===== config.mk =====
export PLATFORM = sky130hd
export DESIGN_NAME = bfb_serializer
export DESIGN_NICKNAME = d
export VERILOG_FILES = /design/src/rtl/core/bfb_pkg.sv /design/src/rtl/core/bfb_serializer.sv
export SDC_FILE = /design/constraint.sdc
export NUM_CORES = 1
export LEC_CHECK = 0
export BUFFER_PORTS_ARGS = -buffer_cell sky130_fd_sc_hd__buf_2
export CAP_MARGIN = 10
export CORE_ASPECT_RATIO = 1.2
export CORE_MARGIN = 4
export CORE_UTILIZATION = 40
export CTS_CLUSTER_SIZE = 12
export DETAILED_ROUTE_END_ITERATION = 10
export GPL_TIMING_DRIVEN = 0
export HOLD_SLACK_MARGIN = 0.1
export PLACE_DENSITY = 0.72
export SYNTH_ARGS = -nofsm -noshare
export SYNTH_HDL_FRONTEND = slang
export SYNTH_SLANG_ARGS = --single-unit

===== constraint.sdc =====
create_clock -name clk_i -period 4.97 [get_ports clk_i]
set_input_delay 0.7455 -clock clk_i [delete_from_list [all_inputs] [get_ports clk_i]]
set_output_delay 0.7455 -clock clk_i [all_outputs]
set_load 0.02 [all_outputs]

===== src/rtl/core/bfb_pkg.sv =====
// Shared types, opcodes and CRC step for the bridge frame builder and checker.
`timescale 1ns / 1ps
`default_nettype none

package bfb_pkg;

  localparam logic [2:0] OP_SINGLE_WR = 3'd0;
  localparam logic [2:0] OP_STACK_WR  = 3'd1;
  localparam logic [2:0] OP_BCAST_WR  = 3'd2;
  localparam logic [2:0] OP_SINGLE_RD = 3'd3;
  localparam logic [2:0] OP_STACK_RD  = 3'd4;
  localparam logic [2:0] OP_CHK_SINGLE = 3'd5;
  localparam logic [2:0] OP_CHK_STACK  = 3'd6;
  localparam logic [2:0] OP_RESERVED   = 3'd7;

  localparam logic [7:0] CMD_SINGLE_WR = 8'h90;
  localparam logic [7:0] CMD_STACK_WR  = 8'hB0;
  localparam logic [7:0] CMD_BCAST_WR  = 8'hD0;
  localparam logic [7:0] CMD_SINGLE_RD = 8'h80;
  localparam logic [7:0] CMD_STACK_RD  = 8'hA0;
  localparam logic [7:0] STACK_RD_DATA = 8'h01;

  localparam logic [15:0] CRC_INIT = 16'hFFFF;
  localparam logic [15:0] CRC_POLY = 16'hA001;

  localparam int unsigned NumBytes = 5;
  localparam int unsigned NumStages = NumBytes + 1;

  typedef struct packed {
    logic                        is_chk;
    logic [2:0]                  len;
    logic [NumBytes-1:0][7:0]    bytes;
    logic [15:0]                 crc;
    logic [15:0]                 got_crc;
    logic                        ok_pre;
    logic [7:0]                  rdata;
  } item_t;

  function automatic logic [15:0] crc_byte(input logic [15:0] acc_in, input logic [7:0] b);
    logic [15:0] acc;
    acc = acc_in ^ {8'h00, b};
    for (int k = 0; k < 8; k++) begin
      if (acc[0]) begin
        acc = (acc >> 1) ^ CRC_POLY;
      end else begin
        acc = acc >> 1;
      end
    end
    return acc;
  endfunction

endpackage

`default_nettype wire


===== src/rtl/core/bfb_serializer.sv =====
// Output stage: sends frame bytes one per cycle, or one check result.
`timescale 1ns / 1ps
`default_nettype none

module bfb_serializer
  import bfb_pkg::*;
(
  input  wire logic        clk_i,
  input  wire logic        rst_ni,
  input  wire logic        load_i,
  input  wire item_t       item_i,
  output logic             free_o,
  output logic             valid_o,
  output logic [7:0]       frame_byte_o,
  output logic             last_o,
  output logic             is_chk_o,
  output logic             ok_o,
  output logic [7:0]       rdata_o
);

  logic             vld_q;
  logic [2:0]       rem_q;
  logic [6:0][7:0]  sh_q;
  logic [6:0][7:0]  sh_d;
  logic             chk_q;
  logic             ok_q;
  logic [7:0]       rd_q;
  logic [2:0]       len_d;
  logic [2:0]       crc_pos;

  always_comb begin
    crc_pos = item_i.len;
    for (int i = 0; i < 7; i++) begin
      if (item_i.is_chk) begin
        sh_d[i] = 8'h00;
      end else if (3'(i) < item_i.len) begin
        sh_d[i] = item_i.bytes[i % NumBytes];
      end else if (3'(i) == crc_pos) begin
        sh_d[i] = item_i.crc[7:0];
      end else if (3'(i) == crc_pos + 3'd1) begin
        sh_d[i] = item_i.crc[15:8];
      end else begin
        sh_d[i] = 8'h00;
      end
    end
    len_d = item_i.is_chk ? 3'd1 : item_i.len + 3'd2;
  end

  assign free_o = !vld_q || (rem_q == 3'd1);

  always_ff @(posedge clk_i or negedge rst_ni) begin
    if (!rst_ni) begin
      vld_q <= 1'b0;
      rem_q <= 3'd0;
    end else if (load_i) begin
      vld_q <= 1'b1;
      rem_q <= len_d;
    end else if (vld_q) begin
      rem_q <= rem_q - 3'd1;
      if (rem_q == 3'd1) begin
        vld_q <= 1'b0;
      end
    end
  end

  always_ff @(posedge clk_i) begin
    if (load_i) begin
      sh_q  <= sh_d;
      chk_q <= item_i.is_chk;
      ok_q  <= item_i.is_chk && item_i.ok_pre && (item_i.crc == item_i.got_crc);
      rd_q  <= item_i.is_chk ? item_i.rdata : 8'h00;
    end else if (vld_q) begin
      sh_q <= {8'h00, sh_q[6:1]};
    end
  end

  assign valid_o      = vld_q;
  assign frame_byte_o = sh_q[0];
  assign last_o       = (rem_q == 3'd1);
  assign is_chk_o     = chk_q;
  assign ok_o         = ok_q;
  assign rdata_o      = rd_q;

endmodule

`default_nettype wire


==> results of run 1 <==
==> cells in the mapped netlist, drive strengths merged (10+ instances only) <==
cell type / instances / area share [%]
edfxtp: 66 / 46
inv: 53 / 4.7
buf: 19 / 3.4
o22ai: 40 / 5.8
a21oi: 28 / 3.5
a22oi: 24 / 4.2
xnor2: 13 / 2.7
a221oi: 16 / 3.3
clkbuf: 18 / 1.6
nor3: 17 / 2.3
and2: 10 / 1.5
nor2b: 12 / 1.8
o21ai: 18 / 2.1
nor2: 26 / 2.3
==> registers in the layout (all words and copies together) (netlist names) <==
signal	flops
frame_byte_o	8
rdata_o	8
rem_q	3
ok_o	1
sh_q	48
valid_o	1
is_chk_o	1
==> cells by family after synthesis <==
logic type,count (synthesis)
compound gates,136
xor+xnor,18
fa+ha+maj,7
buf+inv,91
flops,70
mux,17
simple gates,82
==> cells in the final DEF (no fill, tap or decap), types with 18 or more instances in the layout <==
cell type    n
a21oi_1     26
a22oi_1     24
clkbuf_1    21
inv_1       52
o22ai_1     40
edfxtp_1    66
o21ai_0     18
nor2_1      26
buf_2      112
==> worst reg2reg max path: stages (launching register included) <==
cell     delay, ps
dfrtp_1        440
or2_2          430
buf_12         300
==> power by group through the flow <==
stage | logic, mW | registers, mW | clock network, mW
after global placement | 0.404 | 0.826 | 0
after CTS | 0.413 | 0.819 | 0.560
after detailed placement | 0.412 | 0.830 | 0
after floorplan | 0.249 | 0.828 | 0
final | 0.419 | 0.817 | 0.553
after global routing | 0.454 | 0.826 | 0.591
==> cell type report <==
cell class	count	area, µm²	area share, %
Clock inverter	3	12.5	0.239
Timing Repair Buffer	108	556	10.6
Sequential cell	70	2080	39.7
Tap cell	129	161	3.08
Multi-Input combinational cell	260	1780	34.0
Buffer	37	213	4.06
Inverter	54	203	3.87
Clock buffer	12	236	4.51
==> path summary, 6_finish.rpt <==
check	start	endpoint	slack, ps	depth (start not counted)
setup / recovery	item_i[82]	sh_q[42]$_DFFE_PP_	2080	10
hold / removal	rst_ni	rem_q[0]$_DFFE_PN0P_	210	1
setup reg to reg	valid_o$_DFF_PN0_	frame_byte_o[6]$_DFFE_PP_	3460	2
hold reg to reg	sh_q[48]$_SDFFCE_PP0P_	sh_q[40]$_DFFE_PP_	570	1
max in group asynchronous	rst_ni	rem_q[1]$_DFFE_PN0P_	4640	1
min in group clk_i	sh_q[48]$_SDFFCE_PP0P_	sh_q[40]$_DFFE_PP_	570	1
==> routing by layer <==
| metal | routed length, µm | track usage [%] | vias up |
|---|---|---|---|
| met5 | 0 | 0 | - |
| met4 | 428 | 9.76 | 0 |
| met3 | 1110 | 3.80 | 29 |
| met2 | 6980 | 38.0 | 226 |
| met1 | 5250 | 29.3 | 1795 |
| li1 | - | - | 1781 |
==> per-stage QoR <==
| step | worst slack (ps) | power, mW |
|---|---|---|
| final | 2080 | 1.79 |
| after global routing | 1890 | 1.87 |
| after CTS | 2110 | 1.79 |
| after detailed placement | 1760 | 1.24 |
| after global placement | 1770 | 1.23 |
| after floorplan | 2400 | 1.08 |
==> key figures, run 1 <==
Pwr
  • Leakage: 2.20 nW
  • Pwr per Cell Area: 341 mW/mm²
  • Psw: 0.510 mW
  • Sequential group share of total power: 45.7%
  • Combinational power share: 23.4%
  • Worst vdd ir: 0.132 mV
  • Cell Int Power: 1.28 mW
  • Net Sw Frac: 28.5%
  • Clock power share: 30.9%

Clock network
  • Clock-pin slew on the worst setup and hold paths: 50 ps
  • Cts repair resizes: 0
  • # hold bufs at CTS: 0
  • CTS tree: built
  • CTS Root Cell: clkbuf_16
  • Clock sinks: 70
  • CTS Buf Count: 9
  • Clk Latency, worst-skew pair: 330 ps
  • Setup Fix Bufs, Post-CTS: 0
  • H-tree depth: 3
  • Deepest clock path buffer count: 2

Timing
  • Max Slew Vio Count: 0
  • Hold_ws: 205 ps
  • RSZ-0062 raised after global routing: false
  • Slew @ Worst Pin: 753 ps
  • Highest clock rate: 346 MHz
  • Slew margin rel.: 49.8%
  • Final Hold Fails: 0
  • # setup viols final: 0
  • Period utilization: 58.2%
  • Clk_skew: 3.40 ps
  • Total negative slack: 0 ps
  • Minimum clock period: 2890 ps

Global route
  • Vias in the first global route: 3711
  • Largest net degree at the start of global routing: 57
  • GRT Resource Usage Total: 22.9%
  • Gr ovfl total: 0
  • Wire length of the first global-routing pass: 20900 µm
  • Initial antenna violation count: 0

Logic synthesis
  • FF+latch count, synth: 70
  • Post-synthesis compound-gate area fraction: 20.9%
  • Mapped Nets: 516
  • EDFF count, synth: 66
  • Post-synth ARST share: 5.71%
  • Syn avg cell area: 10.2 µm²
  • Syn Std Cell Area: 0.00428 mm²
  • Mux cell area share after synthesis: 4.21%
  • Distinct cells, synth: 40
  • Post-Synth Simple-Gate Area: 10.8%
  • Post-synthesis xor/xnor area fraction: 3.69%
  • Adder-Cell Fraction of Synth Area: 2.05%
  • Syn Inst Count: 421
  • Synth Flop Type: edfxtp_1
  • Largest family of logic cells by synthesized area: compound AO/OA/AOI/OAI gates
  • Syn. warnings: 0
  • Register area share after synthesis: 48.7%

Cells and area
  • Finished Layout Cells: 673
  • Fin area: 0.00524 mm²
  • Layout area overhead: 22.6%
  • Layout Utilization: 50.1%
  • Fill count: 1015
  • Share of cells above drive strength 1: 28.1%
  • Diodes inserted: 0
  • Total Nets Final: 635

Setup path
  • Cell chain of the critical path: buf_2 -> buf_6 -> clkbuf_1 -> inv_1 -> ha_1 -> and2_1 -> clkbuf_1 -> a221oi_1 -> nor3_1 -> mux2_2
  • Element type at the critical path start: input port
  • Crit-path most repeated cell: clkbuf_1
  • Critical path endpoint category: flop
  • Crit path DAT: 2970 ps
  • Crit Path Max Fanout: 10
  • Setup CP Type: input port to flop
  • CP peak stage delay: 310 ps
  • Critical path buffers and inverters: 5
  • Slowest CP cell: ha_1
  • Cell family with most CP delay: buffers and inverters
  • WP data required: 5040 ps

Place
  • Port buffer count: 107
  • Detailed placement HPWL: 10500 µm
  • Routability cong.: 0.924
  • DP Area: 0.00497 mm²
  • # placed instances: 657

Floorplanning
  • # IOs: 109
  • Core area: 0.0105 mm²
  • DIE AREA: 0.0124 mm²
  • FP Rows: 41
  • Starting density of the core: 40.9%
  • Die width: 102 µm
  • Chip Height: 121 µm

Hold path
  • Hold Crit Class: input port to async pin

Detailed routing
  • DR vias/cell: 5.69
  • Wire per inst: 20.5 µm
  • ANT nets after route: 0
  • First drt pass iteration count: 5
  • Drt total wl: 13800 µm
  • DRC: 0
  • Via count: 3831
  • DRT iter0 DRCs: 404

Run
  • Total of max-cap violations: 0

Outcome
  • Status: complete, no violations
Note: power is estimated with default switching activity, not from simulation.
==> run 2, diff against run 1 <==
--- a/config.mk
+++ b/config.mk
@@ -14,7 +14,7 @@
 export DETAILED_ROUTE_END_ITERATION = 10
 export GPL_TIMING_DRIVEN = 0
 export HOLD_SLACK_MARGIN = 0.1
-export PLACE_DENSITY = 0.72
+export PLACE_DENSITY = 0.74
 export SYNTH_ARGS = -nofsm -noshare
 export SYNTH_HDL_FRONTEND = slang
 export SYNTH_SLANG_ARGS = --single-unit
==> constraint.sdc (replaced) <==
create_clock -name clk_i -period 2.5 [get_ports clk_i]
set_input_delay 0.375 -clock clk_i [delete_from_list [all_inputs] [get_ports clk_i]]
set_output_delay 0.375 -clock clk_i [all_outputs]
set_load 0.02 [all_outputs]
==> key figures, run 2 (synthesized netlist as in run 1, its figures left out) <==
Outcome
  • Status: complete, no violations

Timing
  • Slew @ Worst Pin: 754 ps (+0.992 ps)
  • Clk_skew: 5.30 ps (+1.90 ps)
  • Total negative slack: 0 ps (unchanged)
  • Hold_ws: 276 ps (+70.7 ps)
  • Period utilization: 92.0%
  • Minimum clock period: 2300 ps
  • Highest clock rate: 435 MHz
  • Max Slew Vio Count: 0 (unchanged)
  • RSZ-0062 raised after global routing: false
  • Final Hold Fails: 0 (unchanged)
  • Slew margin rel.: 49.7% (-0.066 points)
  • # setup viols final: 0 (unchanged)

Hold path
  • Hold Crit Start: item_i[84]
  • WHS Path Cells: 1
  • Worst hold endpoint: is_chk_o$_DFFE_PP_
  • Hold Crit Class: input port to flop

Setup path
  • Element type at the critical path start: input port
  • Crit path DAT: 2350 ps (-620 ps)
  • Crit Reg-Reg Endpoint: sh_q[9]$_DFFE_PP_
  • Critical path endpoint category: flop
  • Cells on worst reg2reg path: 2 (unchanged)
  • Flop2flop setup slack: 980 ps (-2480 ps)
  • Crit Reg-Reg Startpoint: valid_o$_DFF_PN0_
  • Crit Path Max Fanout: 10 (unchanged)
  • Setup CP Type: input port to flop
  • WP data required: 2550 ps (-2490 ps)

Pwr
  • Worst vdd ir: 0.296 mV (+120%)
  • Psw: 1.03 mW (+100%)
  • Final Total Pwr: 3.64 mW (+100%)
  • Leakage: 2.22 nW (+0.82%)
  • Net Sw Frac: 28.3% (-0.23 points)
  • Cell Int Power: 2.61 mW (+100%)
  • Clock power share: 32.5% (+1.6 points)
  • Combinational power share: 23.0% (-0.4 points)
  • Sequential group share of total power: 44.6% (-1.1 points)
  • Pwr per Cell Area: 690 mW/mm² (+100%)

Global route
  • GR Util met2: 36.8% (-1.2 points)
  • GRT busiest layer: met2
  • Met3 usage: 4.08% (+0.29 points)
  • Wire length of the first global-routing pass: 20300 µm (-2.6%)
  • Initial antenna violation count: 0 (unchanged)
  • GRT Resource Usage Total: 22.4% (-0.56 points)
  • Vias in the first global route: 3738 (+0.73%)
  • Gr ovfl total: 0 (unchanged)
  • Largest net degree at the start of global routing: 57 (unchanged)
  • M1 GR Usage: 27.7% (-1.6 points)

Clock network
  • Setup Fix Bufs, Post-CTS: 0 (unchanged)
  • Deepest clock path buffer count: 2 (unchanged)
  • CTS tree: built
  • H-tree depth: 3 (unchanged)
  • CTS Buf Count: 9 (unchanged)
  • Clock sinks: 70 (unchanged)
  • Clock-pin slew on the worst setup and hold paths: 50 ps (about the same)
  • Clk Latency, worst-skew pair: 340 ps (about the same)
  • CTS Root Cell: clkbuf_16

Cells and area
  • Total Nets Final: 635 (unchanged)
  • Most frequent cells in the layout: 112 x buf_2, 66 x edfxtp_1, 52 x inv_1
  • Diodes inserted: 0 (unchanged)
  • Largest Register: sh_q
  • Layout area overhead: 23.3%
  • Share of cells above drive strength 1: 28.6% (+0.50 points)
  • Commonest non-fill, non-tap cell in the layout: buf_2
  • Largest register FFs: 48 (unchanged)
  • Finished Layout Cells: 674 (+0.15%)

Floorplanning
  • Chip Height: 121 µm (unchanged)
  • Die width: 102 µm (unchanged)
  • # IOs: 109 (unchanged)
  • DIE AREA: 0.0124 mm² (unchanged)
  • Core area: 0.0105 mm² (unchanged)
  • FP Rows: 41 (unchanged)
  • Starting density of the core: 40.9% (unchanged)

Run
  • Total of max-cap violations: 0 (unchanged)

Detailed routing
  • Wire per inst: 20.3 µm (-0.66%)
  • DR vias/cell: 5.68 (-0.23%)
  • First drt pass iteration count: 8 (+3)
  • Via count: 3828 (-0.078%)
  • DRT iter0 DRCs: 342 (-15%)
  • Drt total wl: 13700 µm (-0.52%)
  • ANT nets after route: 0 (unchanged)
  • DRC: 0 (unchanged)

Place
  • Port buffer count: 107 (unchanged)
  • # placed instances: 657 (unchanged)
  • Detailed placement HPWL: 10600 µm (+1.3%)
  • Routability cong.: 0.944 (+2.1%)
run 2: area by class of cell:
class	count	area, µm²
clock buffer	14	264
clock inverter	2	10.0
fill	979	5190
sequential	70	2080
timing repair buffer	109	566
buffer	36	209
inverter	54	203
tap	129	161
multi-input combinational	260	1780
run 2: stage by stage:
step / utilization, % / cell area (µm²) / setup WS, ps
global placement: 47.5 / 4970 / -362
global route: 50.4 / 5280 / 161
finish: 50.4 / 5280 / 199
floorplan: - / 4280 / 300
detailed placement: 47.5 / 4970 / -411
CTS: 50.2 / 5260 / 182
run 2: worst max path at each step:
| stage | start | to | slack, ps | cells after the start |
|---|---|---|---|---|
| floorplan | item_i[82] | sh_q[45]$_DFFE_PP_ | 300 | 9 |
| global placement | item_i[82] | sh_q[44]$_DFFE_PP_ | -360 | 10 |
| detailed placement | item_i[82] | sh_q[42]$_DFFE_PP_ | -410 | 10 |
| CTS | load_i | sh_q[21]$_DFFE_PP_ | 180 | 3 |
| global route | item_i[82] | sh_q[42]$_DFFE_PP_ | 160 | 9 |
| finish | item_i[83] | sh_q[11]$_DFFE_PP_ | 200 | 8 |
run 2: what timing repair did:
action | CTS | global route
endpoints found under the hold margin | 4 | 0
gates resized for setup | 0 | 0
hold buffers | 1 | 0
setup endpoints to repair | 4 | 0
run 2: critical path: stages:
cell	delay, ps
buf_2	140
buf_2	210
inv_1	170
ha_1	330
clkinv_1	280
buf_2	270
a221oi_1	420
o22ai_1	150
run 2: layer usage:
| metal | vias up | share of wire, % | routed length [µm] |
|---|---|---|---|
| met5 | - | 0 | 0 |
| met1 | 1792 | 39 | 5410 |
| met3 | 40 | 6.1 | 831 |
| li1 | 1786 | - | - |
| met2 | 210 | 50 | 6840 |
| met4 | 0 | 4.5 | 618 |
run 2: power groups by stage:
stage	combinational, mW	clock [mW]	sequential, mW
after floorplan	0.496	0	1.65
after detailed placement	0.820	0	1.65
after CTS	0.824	1.19	1.63
final	0.836	1.18	1.62
after global placement	0.802	0	1.64
after global routing	0.908	1.25	1.64
